### src/hw/rtl/iida_pkg.sv
// Package for the indexed insert/delete array: item types, command,
// status and datapath operation codes. No dependencies.
`timescale 1ns / 1ps

package iida_pkg;

  typedef enum logic [1:0] {
    CMD_READ   = 2'd0,
    CMD_INSERT = 2'd1,
    CMD_DELETE = 2'd2
  } cmd_t;

  typedef enum logic [1:0] {
    ST_OK    = 2'd0,
    ST_RANGE = 2'd1,
    ST_FULL  = 2'd2
  } status_t;

  typedef struct packed {
    logic [1:0]  cmd;
    logic [7:0]  index;
    logic [31:0] value;
  } in_item_t;

  typedef struct packed {
    logic [1:0]  status;
    logic [31:0] value_out;
    logic [4:0]  count;
  } out_item_t;

  typedef enum logic [3:0] {
    OP_IDLE,
    OP_LOAD,
    OP_RD_IDX,
    OP_CAPTURE,
    OP_RD_INS,
    OP_WR_SHIFT_INS,
    OP_WR_INS,
    OP_RD_DEL,
    OP_WR_SHIFT_DEL,
    OP_DEC,
    OP_RESULT
  } op_t;

  typedef struct packed {
    logic [1:0] cmd;
    logic       range_err;
    logic       full_err;
    logic       more_ins;
    logic       more_del;
    logic       out_busy;
  } stat_t;

endpackage

### src/hw/rtl/iida_datapath.sv
// Datapath: entry memory, fill count, command registers, shift pointer
// and result register. Uses iida_pkg; driven by iida_ctrl.
`timescale 1ns / 1ps

module iida_datapath import iida_pkg::*; #(
  parameter int CAPACITY   = 16,
  parameter int ELEM_WIDTH = 32
) (
  input  logic      clk,
  input  logic      rst,
  input  op_t       op,
  output stat_t     stat,
  input  in_item_t  in_item,
  output logic      out_valid,
  input  logic      out_stall,
  output out_item_t out_item
);

  localparam int AW = $clog2(CAPACITY);
  localparam int CW = $clog2(CAPACITY + 1);
  localparam int XW = (CW > 8) ? CW : 8;

  logic [ELEM_WIDTH-1:0] mem [CAPACITY];
  logic [ELEM_WIDTH-1:0] rd_data;
  logic [ELEM_WIDTH-1:0] held;
  logic [ELEM_WIDTH-1:0] val_r;
  logic [1:0]            cmd_r;
  logic [7:0]            idx_r;
  logic                  range_r;
  logic                  full_r;
  logic [CW-1:0]         fill;
  logic [AW-1:0]         ptr;

  logic [AW-1:0]         idx_a;
  logic [AW-1:0]         rd_addr;
  logic [AW-1:0]         wr_addr;
  logic                  wr_en;
  logic [ELEM_WIDTH-1:0] wr_data;
  logic [XW-1:0]         in_idx_x;
  logic [XW-1:0]         fill_x;
  logic                  in_range;
  logic                  in_full;
  logic [ELEM_WIDTH+31:0] in_val_ext;
  logic [ELEM_WIDTH+31:0] held_ext;
  logic [CW+4:0]         fill_ext;
  logic [1:0]            status_code;

  assign idx_a      = idx_r[AW-1:0];
  assign in_idx_x   = XW'(in_item.index);
  assign fill_x     = XW'(fill);
  assign in_val_ext = {{ELEM_WIDTH{1'b0}}, in_item.value};
  assign held_ext   = {32'd0, held};
  assign fill_ext   = {5'd0, fill};

  always_comb begin
    in_range = 1'b0;
    in_full  = 1'b0;
    case (in_item.cmd)
      CMD_READ, CMD_DELETE: in_range = (in_idx_x >= fill_x);
      CMD_INSERT: begin
        in_range = (in_idx_x > fill_x);
        in_full  = (fill == CW'(CAPACITY));
      end
      default: ;
    endcase
  end

  always_comb begin
    stat.cmd       = cmd_r;
    stat.range_err = range_r;
    stat.full_err  = full_r;
    stat.more_ins  = (ptr > idx_a);
    stat.more_del  = ((CW'(ptr) + CW'(1)) < fill);
    stat.out_busy  = out_valid && out_stall;
  end

  always_comb begin
    rd_addr = idx_a;
    wr_addr = ptr;
    wr_en   = 1'b0;
    wr_data = rd_data;
    case (op)
      OP_RD_IDX:       rd_addr = idx_a;
      OP_RD_INS:       rd_addr = ptr - AW'(1);
      OP_RD_DEL:       rd_addr = ptr + AW'(1);
      OP_WR_SHIFT_INS: wr_en = 1'b1;
      OP_WR_SHIFT_DEL: wr_en = 1'b1;
      OP_WR_INS: begin
        wr_en   = 1'b1;
        wr_addr = idx_a;
        wr_data = val_r;
      end
      default: ;
    endcase
  end

  always_ff @(posedge clk) begin
    if (wr_en) begin
      mem[wr_addr] <= wr_data;
    end
    rd_data <= mem[rd_addr];
  end

  always_comb begin
    if (range_r) begin
      status_code = ST_RANGE;
    end else if (full_r) begin
      status_code = ST_FULL;
    end else begin
      status_code = ST_OK;
    end
  end

  always_ff @(posedge clk) begin
    case (op)
      OP_LOAD: begin
        cmd_r   <= in_item.cmd;
        idx_r   <= in_item.index;
        val_r   <= in_val_ext[ELEM_WIDTH-1:0];
        range_r <= in_range;
        full_r  <= in_full;
        if (in_item.cmd == CMD_INSERT) begin
          ptr <= fill[AW-1:0];
        end else begin
          ptr <= in_item.index[AW-1:0];
        end
      end
      OP_CAPTURE:      held <= rd_data;
      OP_WR_SHIFT_INS: ptr <= ptr - AW'(1);
      OP_WR_SHIFT_DEL: ptr <= ptr + AW'(1);
      OP_RESULT: begin
        out_item.status <= status_code;
        out_item.count  <= fill_ext[4:0];
        if (!range_r && (cmd_r == CMD_READ || cmd_r == CMD_DELETE)) begin
          out_item.value_out <= held_ext[31:0];
        end else begin
          out_item.value_out <= 32'd0;
        end
      end
      default: ;
    endcase
  end

  always_ff @(posedge clk) begin
    if (rst) begin
      fill      <= '0;
      out_valid <= 1'b0;
    end else begin
      case (op)
        OP_WR_INS: fill <= fill + CW'(1);
        OP_DEC:    fill <= fill - CW'(1);
        default: ;
      endcase
      if (op == OP_RESULT) begin
        out_valid <= 1'b1;
      end else if (!out_stall) begin
        out_valid <= 1'b0;
      end
    end
  end

endmodule

### src/hw/rtl/iida_ctrl.sv
// Controller state machine: sequences the read, insert and delete steps
// of the datapath. Uses iida_pkg.
`timescale 1ns / 1ps

module iida_ctrl import iida_pkg::*; (
  input  logic  clk,
  input  logic  rst,
  input  logic  in_valid,
  output logic  in_stall,
  input  stat_t stat,
  output op_t   op
);

  typedef enum logic [2:0] {
    S_IDLE,
    S_DECIDE,
    S_CAPT,
    S_INS_CHK,
    S_INS_WR,
    S_DEL_CHK,
    S_DEL_WR,
    S_RESULT
  } state_t;

  state_t state;
  state_t state_next;

  assign in_stall = (state != S_IDLE);

  always_comb begin
    state_next = state;
    op         = OP_IDLE;
    case (state)
      S_IDLE: begin
        if (in_valid) begin
          op         = OP_LOAD;
          state_next = S_DECIDE;
        end
      end
      S_DECIDE: begin
        if (stat.range_err || stat.full_err) begin
          state_next = S_RESULT;
        end else begin
          case (stat.cmd)
            CMD_READ, CMD_DELETE: begin
              op         = OP_RD_IDX;
              state_next = S_CAPT;
            end
            CMD_INSERT: state_next = S_INS_CHK;
            default:    state_next = S_RESULT;
          endcase
        end
      end
      S_CAPT: begin
        op = OP_CAPTURE;
        if (stat.cmd == CMD_READ) begin
          state_next = S_RESULT;
        end else begin
          state_next = S_DEL_CHK;
        end
      end
      S_INS_CHK: begin
        if (stat.more_ins) begin
          op         = OP_RD_INS;
          state_next = S_INS_WR;
        end else begin
          op         = OP_WR_INS;
          state_next = S_RESULT;
        end
      end
      S_INS_WR: begin
        op         = OP_WR_SHIFT_INS;
        state_next = S_INS_CHK;
      end
      S_DEL_CHK: begin
        if (stat.more_del) begin
          op         = OP_RD_DEL;
          state_next = S_DEL_WR;
        end else begin
          op         = OP_DEC;
          state_next = S_RESULT;
        end
      end
      S_DEL_WR: begin
        op         = OP_WR_SHIFT_DEL;
        state_next = S_DEL_CHK;
      end
      S_RESULT: begin
        if (!stat.out_busy) begin
          op         = OP_RESULT;
          state_next = S_IDLE;
        end
      end
      default: state_next = S_IDLE;
    endcase
  end

  always_ff @(posedge clk) begin
    if (rst) begin
      state <= S_IDLE;
    end else begin
      state <= state_next;
    end
  end

endmodule

### src/hw/rtl/indexed_insert_delete_array.sv
// Top level of the indexed insert/delete array: controller plus datapath.
// Uses iida_pkg, iida_ctrl and iida_datapath.
//
// Usage:
//   Input channel in_valid/in_stall/in_item carries one command per item:
//   read, insert or delete at an index. Output channel out_valid/out_stall/
//   out_item returns exactly one result per command: status, value and the
//   entry count after the command.
//   One item is worked on at a time; in_stall is low only while idle.
//   Steps per command: a range error, full error or unused command goes
//   straight to the result; a read reads and captures the entry; an insert
//   shifts the entries at and above the index up by one, then writes the
//   value; a delete captures the entry, shifts the entries above it down
//   and decrements the count. The controller moves one entry at a time:
//   each shifted entry takes a read step and a write step. The next item
//   can be taken in the cycle after the result is registered.
//   A stalled result is held in the output register; the block finishes
//   the next item up to its result and then waits for that register.
//   Reset empties the array (count zero) and clears the output valid flag.
`timescale 1ns / 1ps

module indexed_insert_delete_array import iida_pkg::*; #(
  parameter int CAPACITY   = 16,
  parameter int ELEM_WIDTH = 32
) (
  input  logic      clk,
  input  logic      rst,
  input  logic      in_valid,
  output logic      in_stall,
  input  in_item_t  in_item,
  output logic      out_valid,
  input  logic      out_stall,
  output out_item_t out_item
);

  op_t   op;
  stat_t stat;

  iida_ctrl u_ctrl (
    .clk      (clk),
    .rst      (rst),
    .in_valid (in_valid),
    .in_stall (in_stall),
    .stat     (stat),
    .op       (op)
  );

  iida_datapath #(
    .CAPACITY   (CAPACITY),
    .ELEM_WIDTH (ELEM_WIDTH)
  ) u_datapath (
    .clk       (clk),
    .rst       (rst),
    .op        (op),
    .stat      (stat),
    .in_item   (in_item),
    .out_valid (out_valid),
    .out_stall (out_stall),
    .out_item  (out_item)
  );

`ifndef SYNTHESIS
  a_one_at_a_time: assert property (@(posedge clk) disable iff (rst)
    (in_valid && !in_stall) |=> in_stall)
    else $error("second item accepted while busy");

  a_full_count: assert property (@(posedge clk) disable iff (rst)
    (out_valid && out_item.status == ST_FULL) |-> (out_item.count == 5'(CAPACITY)))
    else $error("full status with count below capacity");

  a_err_zero: assert property (@(posedge clk) disable iff (rst)
    (out_valid && out_item.status != ST_OK) |-> (out_item.value_out == 32'd0))
    else $error("nonzero value on error result");
`endif

endmodule

### config.mk
export PLATFORM = sky130hd
export DESIGN_NAME = indexed_insert_delete_array
export DESIGN_NICKNAME = d
export VERILOG_FILES = /design/src/hw/rtl/iida_pkg.sv /design/src/hw/rtl/iida_datapath.sv /design/src/hw/rtl/iida_ctrl.sv /design/src/hw/rtl/indexed_insert_delete_array.sv
export SDC_FILE = /design/constraint.sdc
export NUM_CORES = 1
export LEC_CHECK = 0
export BUFFER_PORTS_ARGS = -buffer_cell sky130_fd_sc_hd__buf_2
export CAP_MARGIN = 5
export CORE_ASPECT_RATIO = 0.5
export CORE_MARGIN = 2
export CORE_UTILIZATION = 50
export DETAILED_ROUTE_END_ITERATION = 8
export PLACE_DENSITY = 0.7
export SLEW_MARGIN = 40
export SYNTH_ARGS = -nofsm -noshare
export SYNTH_HDL_FRONTEND = slang
export SYNTH_HIERARCHICAL = 1
export SYNTH_SLANG_ARGS = --single-unit
### constraint.sdc
create_clock -name clk -period 7.5 [get_ports clk]
set_clock_uncertainty 0.15 [all_clocks]
set_input_delay 0.375 -clock clk [delete_from_list [all_inputs] [get_ports clk]]
set_output_delay 0.375 -clock clk [all_outputs]
set_load 0.1 [all_outputs]
### Yosys cells after proc, flatten, opt, wreduce, memory -nomap -nowiden

Memories as Yosys holds them, arrays and structs flattened. A register that Yosys moved wholly into a read port is not among the register bits.
Index checks and enable logic that the tools add are counted.

* add/sub/neg operators: 5
* order comparisons: 4
* equal/unequal tests: 24
* mux-type cells: 28
* reduce and logical (&&, ||, !) cells: 15

Operators with widths (count)
* $mux W32: 1
* $pmux W4 S8: 1
* $pmux W3 S8: 1
* $mux W4: 5
* $eq A4 B3 Y1 const B: 4
* $eq A3 B3 Y1 const B: 4
* $eq A4 B4 Y1 const B: 3
* $pmux W4 S3: 1
* $mux W2: 5
* $pmux W5 S2: 1
* $mux W3: 3
* $ge A8 B5 Y1: 1
* $gt A8 B5 Y1: 1
* $pmux W4 S2: 1
* $mux W1: 7
* $eq A3 B2 Y1 const B: 2
* $pmux W3 S2: 1
* $reduce_bool A3 Y1: 2
* $add A4 B1 Y5 const B: 1
* $add A5 B1 Y5 const B: 1
* $eq A5 B5 Y1 const B: 1
* $lt A5 B5 Y1: 1
* $sub A5 B1 Y5 const B: 1
* $add A4 B1 Y4 const B: 1
* 19 further kinds: 26

* flip-flop bits (word level): 124
* bits in writable memories: 512
* bits of input ports: 46
* output and inout port bits: 41
* logic and storage cells: 90
* memories: 1

Memory list
* u_datapath.mem: depth 16, width 32, rd ports 1, clocked after memory_dff 1, wr ports 1, RTL line iida_datapath.sv:23 `logic [ELEM_WIDTH-1:0] mem [CAPACITY];`

### Logic depth before layout (Yosys ltp)

Gate-level depths: netlist (run 1).

* word-level depth: 10
* mapped depth: 22
* gate-level depth less buffers: 20

### Modules after synthesis

Netlist (run 1), hierarchy kept.

Modules (own cells, without submodules)
* iida_datapath: times used 1, cells an instance 1575, area each 26078.8 um^2, seq. area each 19588.8 um^2
* iida_ctrl: times used 1, cells an instance 39, area each 305.3 um^2, seq. area each 60.1 um^2

### Worst setup path before layout (run 1)

OpenSTA, ideal clock, no wires.

* kind: register -> register
* start: register u_datapath.ptr[0]
* end: register u_datapath.ptr[0] (enable)
* library setup time: 0.311 ns
* arrival time: 5.394 ns
* path slack: 1.646 ns
* cell stages (with the launch flop): 14
* clock period less this slack: 5.854 ns
* cells stage by stage: edfxtp_1 buf_2 inv_1 ha_1 ha_1 a21oi_1 nor2b_1 o21ai_0 nand2b_1 a21oi_1 nor2_1 o21a_1 nor3_1 or2_2

RTL lines
* start, declared: RTL line iida_datapath.sv:32 `logic [AW-1:0] ptr;`
* start signal, assigned: RTL line iida_datapath.sv:123 `ptr <= fill[AW-1:0];`
* start signal, assigned: RTL line iida_datapath.sv:125 `ptr <= in_item.index[AW-1:0];`
* start signal, assigned: RTL line iida_datapath.sv:129 `OP_WR_SHIFT_INS: ptr <= ptr - AW'(1);`

==> metrics.cfg, run 1 <==
[placement]
gp_congestion = 0.786
placed_area_mm2 = 0.0280
dp_hpwl_um = 31700
port_buffers = 86
dp.cells = 2355

[job]
cap_viol_max_count = 0

[sta]
slew_headroom = 0.435
rsz0062_at_grt = false
period_needed_ps = 5880
setup_tns_ps = 0
drv_slew = 0
hold_viol_final = 0
period_share = 0.784
finalSetupViolations = 0
max_freq_mhz = 170
whs_ps = 71.9
tightestPinTransition_ps = 848

[power]
p_leak_uw = 0.0102
total_power_uw = 11800
p_comb_frac = 0.328
p_clk_frac = 0.234
netSwitchingFraction = 0.332
seqPwrFrac = 0.438
powerDensity_mw_per_mm2 = 392
switching_power_uw = 3940
vdd_drop_max_mv = 0.215
intPower_uw = 7910

[die]
start_util = 0.507
core_area_mm2 = 0.0520
io-pin-count = 87
die_y_um = 166
die_x_um = 329
fp.dieArea_mm2 = 0.0547
num_rows = 59

[grt]
track_usage = 0.199
antenna_found_initial = 0
overflow = 0
grt_pass1_vias = 14071
grt_first_pass_wirelength_um = 83600
grt_start_max_net_pins = 105

[clock_tree]
clock-sinks = 668
ctsRootBufferMaster = clkbuf_16
post_cts_buffers = 0
cts_buffers = 57
cts_hold_repair.buffers = 39
cts_resized = 0
cts_tree = built
htreeDepth = 2
cts_buffer_depth = 3
clk_pin_slew_ps = 60
insertion_delay_ps = 600

[worst_setup_path]
end_kind = flop
cp_cell_sequence = inv_1, ha_1, ha_1, a21oi_1, nor2b_1, o21ai_0, nand2b_1, a21oi_1, nor2b_1, o21ai_1, and2b_1, a21oi_1, nor2_1, a32oi_1, buf_2, nor2_4, buf_4
crit_slowest_cell = nor2_4
cp_max_fo = 17
critPathMaxStageDelay_ps = 610
cpMostUsedCell = a21oi_1
cp-start-kind = flop
required_ps = 7620
critical_path_class = flop to flop
arrival_ps = 6000
ff2ff_setup_slack_ps = 1620

[finish]
area_growth_pct = 14.4
final_net_count = 1817
layout.cells.non_filler = 2500
final_cell_mix = edfxtp_1, nand2_1, mux2i_1
fillCellCount = 3840
drive_gt1_frac = 0.195
stdcell_area_mm2 = 0.0302
final_common_cell = edfxtp_1
n_antenna_cell = 0

[synthesis]
yosys_register_bits = 668
synthArstFlopShare = 0
syn_nets = 1679
yosysWarnings = 6
ys_seq_area_frac = 0.745
synth_top_area_share = 0.714
synthFlopType = edfxtp_1
ys_top_cells_by_area = edfxtp_1, mux2i_1, mux2_2
avgSynthCellArea_um2 = 16.3
synth_edf_count = 627
synthesis.area_mm2 = 0.0264
yosysTopAreaCell = edfxtp_1
synth.distinct_cells = 58
syn_inst = 1614

[routing]
ant_nets = 0
wl_um = 54600
drtIter0Drc = 1477
wl_per_cell_um = 21.8
num_vias = 14238
drc = 0
drt_pass1_iterations = 5
vias_per_cell = 5.70

[min_path]
hold_path.class = input pin to flop

[outcome]
status = complete, no violations

==> state kept, by name (all words and copies together), names as in the netlist <==
name and count:
u_ctrl/state 3, u_datapath/cmd_r 2, u_datapath/fill 5, u_datapath/full_r 1
u_datapath/held 32, u_datapath/idx_r 4, u_datapath/mem 512, u_datapath/out_item 39
u_datapath/out_valid 1, u_datapath/ptr 4, u_datapath/range_r 1, u_datapath/rd_data 32
u_datapath/val_r 32
==> per-layer routing <==
metal  up-vias  track usage  part of all wire
li1       6531            -                 -
met1      7200        0.291              0.45
met2       430        0.314              0.47
met3        77       0.0336             0.064
met4         0       0.0463             0.019
met5         -            0                 0
==> through the flow <==
stage / setup slack [ps] / util
2_1_floorplan: 1650 / -
3_3_place_gp: 2040 / 0.532
3_5_place_dp: 1740 / 0.539
4_1_cts: 1740 / 0.580
5_1_grt: 1330 / 0.580
6_report: 1620 / 0.580
==> final timing paths <==
kind                                                     start                              end  depth (start not counted)
worst min-delay path                                  in_valid     u_ctrl/state[0]$_SDFFE_PP0P_                          3
worst max register to register     u_datapath/ptr[0]$_DFFE_PP_  u_datapath/mem[1][31]$_DFFE_PP_                         17
worst min register to register  u_datapath/rd_data[30]$_DFF_P_    u_datapath/held[30]$_DFFE_PN_                          0
worst max-delay path               u_datapath/ptr[0]$_DFFE_PP_  u_datapath/mem[1][31]$_DFFE_PP_                         17
==> kinds of logic (layout without fill, tap and decap cells) <==
| logic type | after synthesis | after routing | share of synthesized area |
|---|---|---|---|
| DFF | 668 | 668 | 0.745 |
| and+or+nand+nor | 332 | 332 | 0.0616 |
| AOI/OAI and AO/OA | 245 | 245 | 0.0674 |
| muxes | 234 | 234 | 0.0947 |
| buffers and inverters | 108 | 293 | 0.0196 |
| adders and majority gates | 19 | 19 | 0.00930 |
| xor gates and xnor gates | 8 | 8 | 0.00266 |
==> synth_stat cells, drive strengths merged (2+ instances only) <==
library cell,n
dfxtp,41
a211oi,62
o221ai,2
o31a,2
edfxtp,627
a21o,5
xor2,3
mux2i,137
mux4,3
a221o,31
o22ai,33
a22oi,2
inv,14
nor3b,3
nor2,46
nor4,6
nand3,3
mux2,94
nor3,10
buf,46
xnor2,5
nand2b,11
a31oi,69
and2,96
ha,18
nor2b,9
clkbuf,48
and3,3
or2,2
a221oi,3
a21oi,16
nand2,137
a32oi,2
o21ai,11
==> power groups by stage <==
stage | Clock (uW) | Combinational [uW] | Sequential (uW)
floorplan | 0 | 2730 | 5200
global placement | 0 | 3630 | 5260
detailed placement | 0 | 3840 | 5270
CTS | 2830 | 3880 | 5190
global route | 2990 | 4200 | 5220
finish | 2770 | 3890 | 5190
==> final cells by class <==
class                           instances  area, um2  share of cell area
Clock buffer                           78       1560              0.0516
Timing Repair Buffer                  173       1400              0.0465
Multi-Input combinational cell        838       6460               0.214
Clock inverter                         28        189             0.00626
Sequential cell                       668      19600               0.651
Inverter                               14       52.6             0.00174
Tap cell                              701        877              0.0291
==> worst max-delay path: cells and delay by family, from the launching register on <==
family                   cells  cell delay [ps]
AND/OR/NAND/NOR              6             1680
AO/OA/AOI/OAI                6             1480
buffers and inverters        3              900
adder cells (fa/ha/maj)      2              760
flip-flops                   1              570
No activity file was read; power rests on OpenSTA's default activity.
==> run 2, diff against run 1 <==
--- a/config.mk
+++ b/config.mk
@@ -5,6 +5,7 @@
 export SDC_FILE = /design/constraint.sdc
 export NUM_CORES = 1
 export LEC_CHECK = 0
+export ABC_AREA = 1
 export BUFFER_PORTS_ARGS = -buffer_cell sky130_fd_sc_hd__buf_2
 export CAP_MARGIN = 5
 export CORE_ASPECT_RATIO = 0.5
==> constraint.sdc (replaced) <==
create_clock -name clk -period 5.65 [get_ports clk]
set_clock_uncertainty 0.15 [all_clocks]
set_input_delay 0.2825 -clock clk [delete_from_list [all_inputs] [get_ports clk]]
set_output_delay 0.2825 -clock clk [all_outputs]
set_load 0.1 [all_outputs]
==> run 2 against run 1 <==
  * Combinational power rose by 78%
  * Worst setup slack got worse by 1100 ps
  * Core utilization fell by 0.10 points
  * Count of clock-buffer cells in the layout rose by 4
  * Sequential cell count did not move
==> metrics.cfg, run 2 <==
[power]
powerDensity_mw_per_mm2 = 549  ; +40%
p_comb_frac = 0.390  ; +0.062
vdd_drop_max_mv = 0.533  ; +150%
switching_power_uw = 7040  ; +79%
netSwitchingFraction = 0.395  ; +0.0624
p_clk_frac = 0.218  ; -0.016
p_leak_uw = 0.0135  ; +31%
intPower_uw = 10800  ; +36%
seqPwrFrac = 0.392  ; -0.046

[sta]
setup_tns_ps = 0  ; unchanged
max_freq_mhz = 193  ; +14%
timing.final.ws_setup_ps = 478  ; -1140 ps
finalSetupViolations = 0  ; unchanged
tightestPinTransition_ps = 790  ; -57.6 ps
period_needed_ps = 5170  ; -709 ps
slew_headroom = 0.472  ; +0.0371
rsz0062_at_grt = false
drv_slew = 0  ; unchanged
hold_viol_final = 0  ; unchanged
whs_ps = 40.4  ; -31.5 ps
period_share = 0.915  ; +0.131

[grt]
overflow = 0  ; unchanged
grt_pass1_vias = 18335  ; +30%
grt_start_max_net_pins = 84  ; -20%
antenna_found_initial = 0  ; unchanged
track_usage = 0.233  ; +0.0339
grt_first_pass_wirelength_um = 107000  ; +27%

[synthesis]
synth_most_common_cell = edfxtp_1
yosysTopAreaCell = edfxtp_1
synthTopCellsByCount = edfxtp_1, nand2_1, nand3_1, inv_1, nand3b_1
synth_edf_count = 627  ; unchanged
synthArstFlopShare = 0  ; unchanged
synthFlopType = edfxtp_1
syn_nets = 2703  ; +61%
avgSynthCellArea_um2 = 10.9  ; -34%
ys_top_cells_by_area = edfxtp_1, nand3_1, nand2_1
syn_inst = 2638  ; +63%
yosysWarnings = 6  ; unchanged
synth.distinct_cells = 36  ; -38%
ys_seq_area_frac = 0.686  ; -0.0590
synthesis.area_mm2 = 0.0287  ; +8.6%
synth_top_area_share = 0.657  ; -0.0566
yosys_register_bits = 668  ; unchanged

[clock_tree]
clk_pin_slew_ps = 70  ; about the same
htreeDepth = 2  ; unchanged
cts_buffer_depth = 3  ; unchanged
clock-sinks = 668  ; unchanged
post_cts_buffers = 0  ; unchanged
ctsRootBufferMaster = clkbuf_16
insertion_delay_ps = 610  ; about the same
cts_buffers = 58  ; +1.8%
cts_tree = built

[worst_setup_path]
cpMostUsedCell = nand2_1
cp_num_buf_inv = 4  ; +1
end_kind = flop
arrival_ps = 5250  ; -750 ps
cp_cell_sequence = ha_1, xor2_1, ha_1, a21oi_1, nor2_1, a2111oi_1, inv_1, nand2_1, nand3_1, nor2_4, nand2_2, buf_4, nand2_1, o21ai_0, inv_1, nand2_1, nor2_4, buf_4
path_delay_family = simple AND/OR/NAND/NOR gates
critical_path_class = flop to flop
crit_slowest_cell = a2111oi_1
cp_max_fo = 25  ; +8
cp-start-kind = flop
required_ps = 5730  ; -1890 ps
critPathMaxStageDelay_ps = 690  ; +80 ps

[routing]
drt_pass1_iterations = 6  ; +1
wl_per_cell_um = 19.4  ; -11%
drc = 0  ; unchanged
wl_um = 69200  ; +27%
ant_nets = 0  ; unchanged
drtIter0Drc = 2310  ; +56%
num_vias = 19136  ; +34%
vias_per_cell = 5.38  ; -5.6%

[die]
start_util = 0.511  ; +0.00385
core_area_mm2 = 0.0561  ; +7.8%
die_y_um = 173  ; +4.1%
num_rows = 61  ; +3.4%
io-pin-count = 87  ; unchanged
fp.dieArea_mm2 = 0.0594  ; +8.4%
die_x_um = 343  ; +4.2%

[placement]
dp_hpwl_um = 38300  ; +21%
dp.cells = 3408  ; +45%
gp_congestion = 0.846  ; +7.6%
port_buffers = 86  ; unchanged
dp_slack_ps = 532  ; -1200 ps

[finish]
area_growth_pct = 13.3
regMostFlops = u_datapath/mem
final_cell_mix = edfxtp_1, nand2_1, nand3_1
n_antenna_cell = 0  ; unchanged
multiInputGateArea_mm2 = 0.00660  ; +2.2%
final_net_count = 2820  ; +55%
largest_reg_flops = 512  ; unchanged
regArea_mm2 = 0.0196  ; unchanged
fillCellCount = 4499  ; +17%
largest_registers = u_datapath/mem (512), u_datapath/out_item (39)
drive_gt1_frac = 0.0963  ; -0.0982
layout.cells.non_filler = 3559  ; +42%
final_common_cell = edfxtp_1

[outcome]
status = complete, no violations

[min_path]
hold_path.class = input pin to flop

[job]
cap_viol_max_count = 0  ; unchanged

## run 2: layout make-up
cell class,count,area share
Sequential cell,668,0.605
Multi-Input combinational cell,1334,0.203
Clock buffer,82,0.0497
Timing Repair Buffer,190,0.0479
Inverter,503,0.0582
Clock inverter,26,0.00690
Tap cell,756,0.0291
## run 2: final timing paths
path / endpoint / from / slack [ps] / cells after the start
max: u_datapath/mem[2][15]$_DFFE_PP_ / u_datapath/ptr[0]$_DFFE_PP_ / 480 / 18
min reg2reg: u_datapath/held[26]$_DFFE_PN_ / u_datapath/rd_data[26]$_DFF_P_ / 280 / 0
max reg2reg: u_datapath/mem[2][15]$_DFFE_PP_ / u_datapath/ptr[0]$_DFFE_PP_ / 480 / 18
min: u_datapath/range_r$_DFFE_PP_ / in_item[38] / 40 / 7
## run 2: routing by layer
metal / vias to the layer above / global-route usage / share of wire
met5: - / 0 / 0
met4: 0 / 0.0636 / 0.024
met3: 112 / 0.0382 / 0.098
met2: 877 / 0.366 / 0.45
met1: 9191 / 0.338 / 0.43
li1: 8956 / - / -
## run 2: power by group through the flow
stage / Combinational [uW] / Clock [uW] / Sequential [uW]
2_1_floorplan: 4660 / 0 / 7070
3_3_place_gp: 6680 / 0 / 7080
3_5_place_dp: 6820 / 0 / 7090
4_1_cts: 6880 / 3940 / 6990
5_1_grt: 7610 / 4150 / 7040
6_report: 6940 / 3890 / 6990
## run 2: through the flow
step / cell area, um2 / power [uW] / util
after floorplan: 28700 / 11700 / -
after global placement: 30200 / 13800 / 0.538
after detailed placement: 30200 / 13900 / 0.539
after CTS: 32500 / 17800 / 0.579
after global routing: 32500 / 18800 / 0.579
final: 32500 / 17800 / 0.579
## run 2: worst reg2reg max path: stages, from the launching register on
cell and delay [ps]:
edfxtp_1 490, ha_1 270, xor2_1 220, ha_1 290, a21oi_1 140, nor2_1 60, a2111oi_1 690, inv_1 100
nand2_1 110, nand3_1 240, nor2_4 260, nand2_2 150, buf_4 310, nand2_1 110, o21ai_0 170, inv_1 130
nand2_1 240, nor2_4 190, buf_4 460
## run 2: repair_timing
item | CTS | global route
gates resized for setup | 0 | 0
hold endpoints to repair | 51 | 0
hold buffers | 43 | 0
## run 2: kinds of logic (layout without fill, tap and decap cells)
family | Yosys count | after routing | share of synthesized area
fa+ha+maj | 19 | 19 | 0.00856
flops | 668 | 668 | 0.686
mux | 1 | 1 | 0.000393
compound gates | 44 | 44 | 0.00878
simple gates | 1265 | 1265 | 0.204
xor+xnor | 5 | 5 | 0.00153
buf+inv | 636 | 801 | 0.0911
